<file path="config.mk">
export PLATFORM = sky130hd
export DESIGN_NAME = two_level_priority_buffer_top
export DESIGN_NICKNAME = d
export VERILOG_FILES = /design/src/tlpb_pkg.sv /design/src/tlpb_ctrl.sv /design/src/tlpb_datapath.sv /design/src/two_level_priority_buffer_top.sv
export SDC_FILE = /design/constraint.sdc
export NUM_CORES = 2
export LEC_CHECK = 0
export CAP_MARGIN = 10
export CORE_MARGIN = 3
export CORE_UTILIZATION = 50
export CTS_CLUSTER_SIZE = 8
export DETAILED_ROUTE_END_ITERATION = 6
export DONT_BUFFER_PORTS = 1
export PLACE_DENSITY = 0.7
export SLEW_MARGIN = 25
export SYNTH_ARGS = -nofsm -noshare
export SYNTH_HDL_FRONTEND = slang
export SYNTH_SLANG_ARGS = --single-unit
</file>
<file path="constraint.sdc">
create_clock -name aclk -period 9.7 [get_ports aclk]
set_input_delay 1.94 -clock aclk [delete_from_list [all_inputs] [get_ports aclk]]
set_output_delay 1.94 -clock aclk [all_outputs]
set_load 0.02 [all_outputs]
</file>
<file path="src/tlpb_pkg.sv">
// ----------------------------------------------------------------------------
// Two-level priority buffer package
// Shared types, codes and default settings for the two-level priority buffer.
// ----------------------------------------------------------------------------
package tlpb_pkg;

    localparam int DEFAULT_MAX_DEPTH = 16;

    localparam int VALUE_W = 16;
    localparam int STAMP_W = 32;
    localparam int ENTRY_W = VALUE_W + STAMP_W;
    localparam int COUNT_W = 5;
    localparam int CFG_DATA_W = 16;
    localparam int CFG_INDEX_W = 1;

    localparam logic [COUNT_W-1:0] CAPACITY_RESET = 5'd16;
    localparam logic [VALUE_W-1:0] POISON_RESET   = 16'hFFFF;

    localparam logic [CFG_INDEX_W-1:0] CFG_CAPACITY = 1'b0;
    localparam logic [CFG_INDEX_W-1:0] CFG_POISON   = 1'b1;

    localparam logic CMD_PUT = 1'b0;
    localparam logic CMD_GET = 1'b1;

    typedef enum logic [1:0] {
        ST_DONE  = 2'd0,
        ST_FULL  = 2'd1,
        ST_EMPTY = 2'd2
    } status_t;

    typedef enum logic {
        S_IDLE = 1'b0,
        S_RESP = 1'b1
    } ctrl_state_t;

    typedef struct packed {
        logic exec;
    } dp_cmd_t;

endpackage

</file>
<file path="src/tlpb_ctrl.sv">
// ----------------------------------------------------------------------------
// Two-level priority buffer controller
// Sequences each transfer: take one item, then present its result until taken.
// ----------------------------------------------------------------------------
module tlpb_ctrl
    import tlpb_pkg::*;
(
    input  logic    aclk,
    input  logic    aresetn,
    input  logic    s_valid,
    output logic    s_ready,
    output logic    m_valid,
    input  logic    m_ready,
    output dp_cmd_t cmd
);

    ctrl_state_t state_reg;
    ctrl_state_t state_next;

    always_ff @(posedge aclk) begin
        if (!aresetn) begin
            state_reg <= S_IDLE;
        end else begin
            state_reg <= state_next;
        end
    end

    always_comb begin
        state_next = state_reg;
        s_ready    = 1'b0;
        m_valid    = 1'b0;
        cmd.exec   = 1'b0;
        unique case (state_reg)
            S_IDLE: begin
                s_ready  = 1'b1;
                cmd.exec = s_valid;
                if (s_valid) begin
                    state_next = S_RESP;
                end
            end
            S_RESP: begin
                m_valid = 1'b1;
                if (m_ready) begin
                    state_next = S_IDLE;
                end
            end
            default: begin
                state_next = S_IDLE;
            end
        endcase
    end

endmodule

</file>
<file path="src/tlpb_datapath.sv">
// ----------------------------------------------------------------------------
// Two-level priority buffer datapath
// Configuration registers, the urgent and normal rings and the result registers.
// ----------------------------------------------------------------------------
module tlpb_datapath
    import tlpb_pkg::*;
#(
    parameter int MAX_DEPTH = DEFAULT_MAX_DEPTH
) (
    input  logic                       aclk,
    input  logic                       aresetn,
    input  logic                       cfg_wr_en,
    input  logic [CFG_INDEX_W-1:0]     cfg_wr_index,
    input  logic [CFG_DATA_W-1:0]      cfg_wr_data,
    input  dp_cmd_t                    cmd,
    input  logic                       in_command,
    input  logic signed [VALUE_W-1:0]  in_value,
    input  logic                       in_urgent,
    input  logic [STAMP_W-1:0]         in_stamp,
    output logic [1:0]                 out_status,
    output logic signed [VALUE_W-1:0]  out_value,
    output logic                       out_urgent,
    output logic [STAMP_W-1:0]         out_stamp,
    output logic [COUNT_W-1:0]         out_occupancy
);

    localparam int PTR_W = (MAX_DEPTH > 1) ? $clog2(MAX_DEPTH) : 1;
    localparam int CMP_W = (PTR_W + 1 > COUNT_W) ? PTR_W + 1 : COUNT_W;
    localparam logic [CMP_W-1:0] DEPTH_C = CMP_W'(MAX_DEPTH);

    logic [COUNT_W-1:0]        capacity_reg;
    logic signed [VALUE_W-1:0] poison_reg;

    logic [ENTRY_W-1:0] urgent_mem [MAX_DEPTH];
    logic [ENTRY_W-1:0] normal_mem [MAX_DEPTH];
    logic [ENTRY_W-1:0] urgent_rd_reg;
    logic [ENTRY_W-1:0] normal_rd_reg;

    logic [PTR_W-1:0]   urgent_head_reg, urgent_head_next;
    logic [PTR_W-1:0]   urgent_tail_reg, urgent_tail_next;
    logic [PTR_W-1:0]   normal_head_reg, normal_head_next;
    logic [PTR_W-1:0]   normal_tail_reg, normal_tail_next;
    logic [COUNT_W-1:0] urgent_held_reg, urgent_held_next;
    logic [COUNT_W-1:0] normal_held_reg, normal_held_next;
    logic [COUNT_W-1:0] total_held_reg, total_held_next;

    status_t status_reg, status_next;
    logic    returned_reg, returned_next;
    logic    from_urgent_reg, from_urgent_next;

    logic [CMP_W-1:0] cap_floor;
    logic [CMP_W-1:0] eff_cap;
    logic             is_full;
    logic             is_empty;
    logic             put_urgent;
    logic             wr_urgent;
    logic             wr_normal;
    logic             rd_urgent;
    logic             rd_normal;

    function automatic logic [PTR_W-1:0] advance(input logic [PTR_W-1:0] p,
                                                 input logic [CMP_W-1:0] cap);
        logic [CMP_W-1:0] n;
        n = CMP_W'(p) + CMP_W'(1);
        return (n >= cap) ? '0 : n[PTR_W-1:0];
    endfunction

    always_ff @(posedge aclk) begin
        if (!aresetn) begin
            capacity_reg <= CAPACITY_RESET;
            poison_reg   <= POISON_RESET;
        end else if (cfg_wr_en) begin
            unique case (cfg_wr_index)
                CFG_CAPACITY: capacity_reg <= cfg_wr_data[COUNT_W-1:0];
                CFG_POISON:   poison_reg   <= cfg_wr_data;
                default:      ;
            endcase
        end
    end

    always_comb begin
        cap_floor = (capacity_reg == '0) ? CMP_W'(1) : CMP_W'(capacity_reg);
        eff_cap   = (cap_floor > DEPTH_C) ? DEPTH_C : cap_floor;
        is_full   = CMP_W'(total_held_reg) >= eff_cap;
        is_empty  = (total_held_reg == '0);
        put_urgent = in_urgent && (in_value != poison_reg);
        wr_urgent = cmd.exec && (in_command == CMD_PUT) && !is_full && put_urgent;
        wr_normal = cmd.exec && (in_command == CMD_PUT) && !is_full && !put_urgent;
        rd_urgent = cmd.exec && (in_command == CMD_GET) && !is_empty
                    && (urgent_held_reg != '0);
        rd_normal = cmd.exec && (in_command == CMD_GET) && !is_empty
                    && (urgent_held_reg == '0);
    end

    always_comb begin
        urgent_head_next = urgent_head_reg;
        urgent_tail_next = urgent_tail_reg;
        normal_head_next = normal_head_reg;
        normal_tail_next = normal_tail_reg;
        urgent_held_next = urgent_held_reg;
        normal_held_next = normal_held_reg;
        total_held_next  = total_held_reg;
        status_next      = status_reg;
        returned_next    = returned_reg;
        from_urgent_next = from_urgent_reg;
        if (cmd.exec) begin
            status_next      = ST_DONE;
            returned_next    = rd_urgent || rd_normal;
            from_urgent_next = rd_urgent;
            if (in_command == CMD_PUT && is_full) begin
                status_next = ST_FULL;
            end
            if (in_command == CMD_GET && is_empty) begin
                status_next = ST_EMPTY;
            end
        end
        if (wr_urgent) begin
            urgent_tail_next = advance(urgent_tail_reg, eff_cap);
            urgent_held_next = urgent_held_reg + 1'b1;
        end
        if (wr_normal) begin
            normal_tail_next = advance(normal_tail_reg, eff_cap);
            normal_held_next = normal_held_reg + 1'b1;
        end
        if (rd_urgent) begin
            urgent_head_next = advance(urgent_head_reg, eff_cap);
            urgent_held_next = urgent_held_reg - 1'b1;
        end
        if (rd_normal) begin
            normal_head_next = advance(normal_head_reg, eff_cap);
            if (normal_held_reg != '0) begin
                normal_held_next = normal_held_reg - 1'b1;
            end
        end
        if (wr_urgent || wr_normal) begin
            total_held_next = total_held_reg + 1'b1;
        end else if (rd_urgent || rd_normal) begin
            total_held_next = total_held_reg - 1'b1;
        end
    end

    always_ff @(posedge aclk) begin
        if (!aresetn) begin
            urgent_head_reg <= '0;
            urgent_tail_reg <= '0;
            normal_head_reg <= '0;
            normal_tail_reg <= '0;
            urgent_held_reg <= '0;
            normal_held_reg <= '0;
            total_held_reg  <= '0;
        end else begin
            urgent_head_reg <= urgent_head_next;
            urgent_tail_reg <= urgent_tail_next;
            normal_head_reg <= normal_head_next;
            normal_tail_reg <= normal_tail_next;
            urgent_held_reg <= urgent_held_next;
            normal_held_reg <= normal_held_next;
            total_held_reg  <= total_held_next;
        end
    end

    always_ff @(posedge aclk) begin
        status_reg      <= status_next;
        returned_reg    <= returned_next;
        from_urgent_reg <= from_urgent_next;
    end

    always_ff @(posedge aclk) begin
        if (wr_urgent) begin
            urgent_mem[urgent_tail_reg] <= {in_value, in_stamp};
        end
        if (rd_urgent) begin
            urgent_rd_reg <= urgent_mem[urgent_head_reg];
        end
    end

    always_ff @(posedge aclk) begin
        if (wr_normal) begin
            normal_mem[normal_tail_reg] <= {in_value, in_stamp};
        end
        if (rd_normal) begin
            normal_rd_reg <= normal_mem[normal_head_reg];
        end
    end

    always_comb begin
        out_status    = status_reg;
        out_occupancy = total_held_reg;
        out_urgent    = returned_reg && from_urgent_reg;
        out_value     = '0;
        out_stamp     = '0;
        if (returned_reg) begin
            if (from_urgent_reg) begin
                out_value = urgent_rd_reg[ENTRY_W-1:STAMP_W];
                out_stamp = urgent_rd_reg[STAMP_W-1:0];
            end else begin
                out_value = normal_rd_reg[ENTRY_W-1:STAMP_W];
                out_stamp = normal_rd_reg[STAMP_W-1:0];
            end
        end
    end

endmodule

</file>
<file path="src/two_level_priority_buffer_top.sv">
// ----------------------------------------------------------------------------
// Two-level priority buffer
// Urgent and normal ring buffers sharing one capacity, with strict priority.
// ----------------------------------------------------------------------------
// Each transfer on the s_ channel is a put (s_command low) or a get (high).
// A put stores s_value and s_stamp in the urgent ring when s_urgent is set
// and the value differs from the poison register, otherwise in the normal
// ring. A get returns the oldest urgent item, else the oldest normal item.
// Every input transfer yields exactly one result transfer on the m_ channel,
// carrying a status (done, full or empty) and the occupancy after the step.
// The configuration port writes capacity (index 0) and poison value
// (index 1); it is to be used only while the block is idle, and the
// block itself does not enforce this. An item is taken in the idle state
// and its result is shown from the next cycle, in the response state; no
// new item is taken until that result has been taken. While m_valid waits for
// m_ready the result is held and s_ready stays low. Reset empties both
// rings at once and restores capacity 16 and poison value -1.
// ----------------------------------------------------------------------------
module two_level_priority_buffer_top
    import tlpb_pkg::*;
#(
    parameter int MAX_DEPTH = DEFAULT_MAX_DEPTH
) (
    input  logic                       aclk,
    input  logic                       aresetn,
    input  logic                       cfg_wr_en,
    input  logic [CFG_INDEX_W-1:0]     cfg_wr_index,
    input  logic [CFG_DATA_W-1:0]      cfg_wr_data,
    input  logic                       s_valid,
    output logic                       s_ready,
    input  logic                       s_command,
    input  logic signed [VALUE_W-1:0]  s_value,
    input  logic                       s_urgent,
    input  logic [STAMP_W-1:0]         s_stamp,
    output logic                       m_valid,
    input  logic                       m_ready,
    output logic [1:0]                 m_status,
    output logic signed [VALUE_W-1:0]  m_out_value,
    output logic                       m_out_urgent,
    output logic [STAMP_W-1:0]         m_out_stamp,
    output logic [COUNT_W-1:0]         m_occupancy
);

    dp_cmd_t cmd;

    tlpb_ctrl u_ctrl (
        .aclk    (aclk),
        .aresetn (aresetn),
        .s_valid (s_valid),
        .s_ready (s_ready),
        .m_valid (m_valid),
        .m_ready (m_ready),
        .cmd     (cmd)
    );

    tlpb_datapath #(
        .MAX_DEPTH (MAX_DEPTH)
    ) u_datapath (
        .aclk          (aclk),
        .aresetn       (aresetn),
        .cfg_wr_en     (cfg_wr_en),
        .cfg_wr_index  (cfg_wr_index),
        .cfg_wr_data   (cfg_wr_data),
        .cmd           (cmd),
        .in_command    (s_command),
        .in_value      (s_value),
        .in_urgent     (s_urgent),
        .in_stamp      (s_stamp),
        .out_status    (m_status),
        .out_value     (m_out_value),
        .out_urgent    (m_out_urgent),
        .out_stamp     (m_out_stamp),
        .out_occupancy (m_occupancy)
    );

endmodule

</file>
Word-level counts from Yosys, hierarchy flattened

Memory sizes are Yosys's and may differ from the RTL's. A register that Yosys moved wholly into a read port is not among the register bits.
Cells that the tools add are included.

Flip-flop bits (word level): 52
RAM bits: 1536
Bits of input ports: 72
Output and inout bits: 58
Logic and storage cells: 82
Memories: 2

Add/subtract/negate cells: 8
$lt $le $gt $ge: 6
Equality and inequality tests: 1
Mux-type cells: 25
Bitwise logic cells: 3
Reduce and logical (&&, ||, !) cells: 25

Memory list:

| memory                | depth | width | rd ports | clocked after Yosys merged registers in | wr ports | line                | source |
|---|---|---|---|---|---|---|---|
| u_datapath.normal_mem | 16    | 48    | 1        | 1                                       | 1        | tlpb_datapath.sv:35 | `logic [ENTRY_W-1:0] normal_mem [MAX_DEPTH];` |
| u_datapath.urgent_mem | 16    | 48    | 1        | 1                                       | 1        | tlpb_datapath.sv:34 | `logic [ENTRY_W-1:0] urgent_mem [MAX_DEPTH];` |

Operator list:

| cell                                              | count |
|---|---|
| 2-to-1 mux 32 bit                                 | 2 |
| 2-to-1 mux 16 bit                                 | 2 |
| 2-to-1 mux 5 bit                                  | 6 |
| >= comparator 5 bit                               | 5 |
| adder 4 x 1 -> 5 bit (second input constant)      | 4 |
| 2-to-1 mux 4 bit                                  | 4 |
| inequality test 16 bit                            | 1 |
| zero test 5 bit                                   | 3 |
| logical AND 1 bit                                 | 12 |
| adder 5 x 1 -> 5 bit (second input constant)      | 2 |
| 2-to-1 mux 1 bit                                  | 10 |
| subtractor 5 x 1 -> 5 bit (second input constant) | 2 |
| > comparator 5 bit (second input constant)        | 1 |
| nonzero test 5 bit                                | 1 |
| AND reduction 2 bit                               | 2 |
| nonzero test 2 bit                                | 2 |
| zero test 1 bit                                   | 3 |
| inverter 1 bit                                    | 3 |
| logical OR 1 bit                                  | 2 |
| one-hot mux 1 bit (2 select lines)                | 1 |

Depth between registers and ports, before layout

Depth after elaboration: 10
Gate-level depth with buffers: 14
Depth with buffers taken out: 14

Hierarchy

Synthesis repeated with hierarchy kept, for this count alone.

Cells, all modules: 2754
Area, all modules: 64655.8 um^2

Modules (own cells, without submodules):

| module        | times used | cells each | area an instance (um^2) | seq. area each (um^2) |
|---|---|---|---|---|
| tlpb_datapath | 1          | 2749       | 64612.0                 | 50068.0 |
| tlpb_ctrl     | 1          | 5          | 43.8                    | 20.0 |

Worst setup path after synthesis

OpenSTA, ideal clock, no wires.

Kind: in2reg
Start: input s_valid
End: memory u_datapath.urgent_mem[3][0] in the netlist's numbering (enable)
Setup time: 0.513 ns
Arrival: 6.517 ns
Data required time: 9.187 ns
Slack: 2.670 ns
Stages: 7
Buffers on the path: 0
Cells stage by stage: nor2b_2 > or3b_4 > a31oi_4 > inv_4 > nor2_4 > nand2_1 > nor3_1

Longest elaborated chain between the ends: 6

RTL lines:

| what                                   | line                                | source |
|---|---|---|
| start, declared                        | two_level_priority_buffer_top.sv:29 | `input logic s_valid,` |
| 2-to-1 mux 1 bit                       | tlpb_ctrl.sv:33                     | `unique case (state_reg)` |
| logical AND 1 bit (3 in a row)         | tlpb_datapath.sv:87                 | `wr_urgent = cmd.exec && (in_command == CMD_PUT) && !is_full && put_urgent;` |
| 2-to-1 mux 1 bit                       | tlpb_datapath.sv:169                | `if (wr_urgent) begin` |
| 2-to-1 mux 1 bit (not written as such) | tlpb_datapath.sv:170                | `urgent_mem[urgent_tail_reg] <= {in_value, in_stamp};` |
| end, declared                          | tlpb_datapath.sv:34                 |  |

Every way passes these cells.

Final worst setup path

Start: input s_value[15]
End: memory u_datapath.normal_mem[0][3] in the netlist's numbering (enable)

Longest elaborated chain between the ends: 6

RTL lines:

| what                                   | line                                | source |
|---|---|---|
| start, declared                        | two_level_priority_buffer_top.sv:32 | `input logic signed [VALUE_W-1:0] s_value,` |
| inequality test 16 bit                 | tlpb_datapath.sv:86                 | `put_urgent = in_urgent && (in_value != poison_reg);` |
| logical AND 1 bit                      | tlpb_datapath.sv:86                 |  |
| zero test 1 bit                        | tlpb_datapath.sv:88                 | `wr_normal = cmd.exec && (in_command == CMD_PUT) && !is_full && !put_urgent;` |
| logical AND 1 bit                      | tlpb_datapath.sv:88                 |  |
| 2-to-1 mux 1 bit                       | tlpb_datapath.sv:178                | `if (wr_normal) begin` |
| 2-to-1 mux 1 bit (not written as such) | tlpb_datapath.sv:179                | `normal_mem[normal_tail_reg] <= {in_value, in_stamp};` |
| end, declared                          | tlpb_datapath.sv:35                 |  |

Every way passes these cells.

==> key figures <==
Clocking
  – Total CTS buffers: 228
  – Clock tree from TritonCTS: yes
  – CTS Hold Buffers Added: 0
  – Clk root buf: clkbuf_16
  – Clk Latency, worst-skew pair: 0.80 ns
  – Clock Tree Buf Depth: 3
  – H-Tree Depth: 4
  – Clock slew at reported path FFs: 0.05 ns
  – Clock sink total: 1,684
  – Setup bufs post-CTS: 0
  – Post-cts sizing count: 0

Routing
  – Vias per inst: 6.30
  – Post-DRT Antenna Nets: 0
  – Routed WL: 144,000 um
  – Initial DRC Count: 3,421
  – Drt first pass iters: 6
  – Via count: 28,900
  – WL/cell: 31.4 um
  – Remaining DRCs: 0

Placement
  – # port buffers: 0
  – Dpl ws: 3.93 ns
  – Placer Congestion: 0.793
  – Hpwl dp: 80,300 um

STA
  – Max-slew violation total from the final report: 0
  – Setup slack after layout: 4.59 ns
  – Slew @ Worst Pin: 1.17 ns
  – Final Cycle Share: 0.526
  – Layout Skew: 0.0517 ns
  – RSZ-0062 raised after global routing: false
  – Min Clock Period, post-route: 5.11 ns
  – Final number of setup-violating endpoints: 0
  – Peak Freq: 0.196 GHz
  – Endpoints failing hold: 0
  – Headroom to the max-slew limit: 0.221
  – Fin Setup TNS: 0 ns

Run status
  – Status: finished, final reports clean

Job
  – Maxcap violations: 0

Cells and area
  – Number of antenna diodes: 0
  – Share of cells above drive strength 1: 0.283
  – Layout area overhead: 13.0%
  – Largest regs: u_datapath.normal_mem (768), u_datapath.urgent_mem (768)
  – Nets: 2,995

Global routing
  – Largest net degree at the start of global routing: 156
  – Gr ovfl total: 0
  – Met3 Use GR: 0.0436
  – GRT Resource Usage Total: 0.221
  – GR peak layer: met2
  – Global-route wire length before repair: 213,000 um
  – Met1 Usage GRT: 0.298
  – GR Layer Usage met2: 0.372
  – Vias in the first global route: 30,500
  – Initial antenna violation count: 0

Hold path
  – Hold Path Stages: 2
  – Hold-critical path endpoint: u_datapath.poison_reg[6]
  – Min-delay src: u_datapath.poison_reg[6]
  – HP Class: reg2reg

Setup path
  – R2R Setup Slk: 4.75 ns
  – Crit-path cells: xnor2_1, nand4_1, o41ai_4, and2_1, nand2_2, nor3_4, buf_4
  – CP startpoint kind: input pin
  – R2R depth: 11
  – Critical R2R Launch: u_datapath.capacity_reg[1]
  – Setup crit end kind: flop
  – Worst path max stage delay: 0.78 ns
  – Critical path class: in2reg
  – R2r endpoint: u_datapath.normal_mem[0][3]
  – Slowest CP cell: o41ai_4
  – Delay-heaviest family, CP: simple AND/OR/NAND/NOR gates
  – CP bufs+invs: 1
  – Critical Path RT: 10.07 ns
  – CP arrival: 5.47 ns
  – Worst-path fanout max: 41

Die
  – Row count: 131
  – Initial Util: 0.505
  – Die Area: 0.134 mm2
  – # IOs: 130
  – Die height: 365 um
  – Die X-Extent: 365 um
  – Core footprint: 0.128 mm2

Power
  – Pwr dens: 219 mW/mm2
  – VDD IR max: 0.183 mV
  – PnR Total Power: 15.9 mW
  – Leak: 22.3 nW

Logic synthesis
  – Synthesized instance count: 2,738
  – EDFF count, synth: 1,636
  – Synth cell types: 54
  – Synthesis warning total: 0
  – Most common flop cell mapped by yosys: edfxtp_1
  – Net Count, Synth: 2,853
  – Register area share after synthesis: 0.775
  – Post-synthesis register bit count: 1,684
  – Async SR Flop Fraction: 0
  – Mapped Area: 0.0646 mm2
  – Synthesized area per cell: 23.6 um2
worst register-to-register path, stage by stage, from the launching register on:
cell and delay, ns:
dfxtp_1 0.32, nor3_1 0.19, nor2_1 0.06, nor2_1 0.65, ha_1 0.38, nor2b_1 0.12, o21ai_0 0.19, a31oi_4 0.37
and2_1 0.66, nand2_2 0.32, nor3_4 0.43, buf_4 0.72
synthesized netlist by cell type, types with 3 or more instances:
cell,number,area [um2]
nand2b_1,9,56.3
dfxtp_1,48,961
and2_1,7,43.8
nand3_1,23,115
a21boi_0,3,22.5
nand2_1,57,214
a22oi_1,6,45.0
nand2_2,5,31.3
buf_1,4,15.0
edfxtp_1,1636,49100
mux4_2,480,10800
and3_1,4,25.0
a21o_1,7,52.6
inv_1,16,60.1
a211oi_1,3,22.5
nor3_2,4,40.0
clkbuf_1,97,364
nor2b_1,66,413
xnor2_1,27,236
a21oi_1,6,30.0
o21a_1,3,22.5
nor3_1,6,30.0
nand4_1,7,43.8
o21ai_0,11,55.1
ha_1,41,513
buf_2,36,180
xor2_1,5,43.8
nor2_1,32,120
mux2i_1,58,581
how the worst max path moves through the flow:
stage,startpoint,endpoint,cells past startpoint
floorplan,s_valid,u_datapath.urgent_mem[3][0],7
global placement,s_value[15],u_datapath.normal_mem[0][47],7
detailed placement,s_value[15],u_datapath.normal_mem[0][3],7
CTS,u_datapath.from_urgent_reg,m_out_value[13],4
global route,u_datapath.capacity_reg[1],u_datapath.normal_mem[3][9],11
finish,s_value[15],u_datapath.normal_mem[0][3],7
routing by layer:
metal  wire, um  up-vias  part of all wire
li1           -    11800                 -
met1      56100    15700              0.39
met2      74800     1254              0.52
met3      10300      188             0.071
met4       3400        0             0.024
met5          0        -                 0
area by class of cell:
class,count,area [um2]
tap,1662,2080
clock buffer,269,5880
timing repair buffer,51,437
sequential,1684,50100
clock inverter,15,298
multi-input combinational,898,14100
fill,8868,54900
inverter,17,68.8
power by group:
part	leakage, nW	internal [mW]	switching [mW]
Combinational	4.14	0.391	0.413
Clock	3.00	4.19	2.77
Sequential	15.1	8.10	0.0886
metrics by stage:
step,cells,util,cell area (um2),hold WS (ns)
after global routing,4596,0.571,73000,0.504
after CTS,4596,0.571,73000,0.482
after floorplan,2738,-,64600,0.453
final,4596,0.571,73000,0.485
after global placement,4312,0.522,66800,0.468
after detailed placement,4312,0.522,66800,0.476
logic make-up (layout without fill, tap and decap cells):
| group | count (synthesis) | after routing | share of synthesized area |
|---|---|---|---|
| adders and majority gates | 43 | 43 | 0.00856 |
| xor gates and xnor gates | 32 | 32 | 0.00434 |
| muxes | 538 | 538 | 0.176 |
| AOI/OAI and AO/OA | 56 | 56 | 0.00674 |
| and+or+nand+nor | 229 | 229 | 0.0188 |
| buffers and inverters | 156 | 352 | 0.00997 |
| DFF | 1684 | 1684 | 0.775 |
cells in the final DEF, fill, tap and decap left out, types with 3 or more instances in the layout:
master,n
nand4_1,7
nand2_2,5
ha_1,41
nand3_1,23
xor2_1,5
nor2_4,25
nor3_4,4
dfxtp_4,8
clkinv_8,4
and2_1,7
buf_4,46
a21oi_1,6
clkinv_16,5
nor3_2,4
o21ai_0,11
nand2_1,57
a21o_1,7
a21boi_0,3
nand2b_1,9
a211oi_1,3
mux4_2,480
dfxtp_1,40
nor2b_1,66
mux2i_1,58
buf_12,4
xnor2_1,27
and3_1,4
clkbuf_1,40
clkbuf_16,229
o21a_1,3
edfxtp_1,1636
inv_16,3
clkinv_2,3
nor2_1,8
a22oi_1,6
inv_1,14
Note: power is estimated with default switching activity, not from simulation.
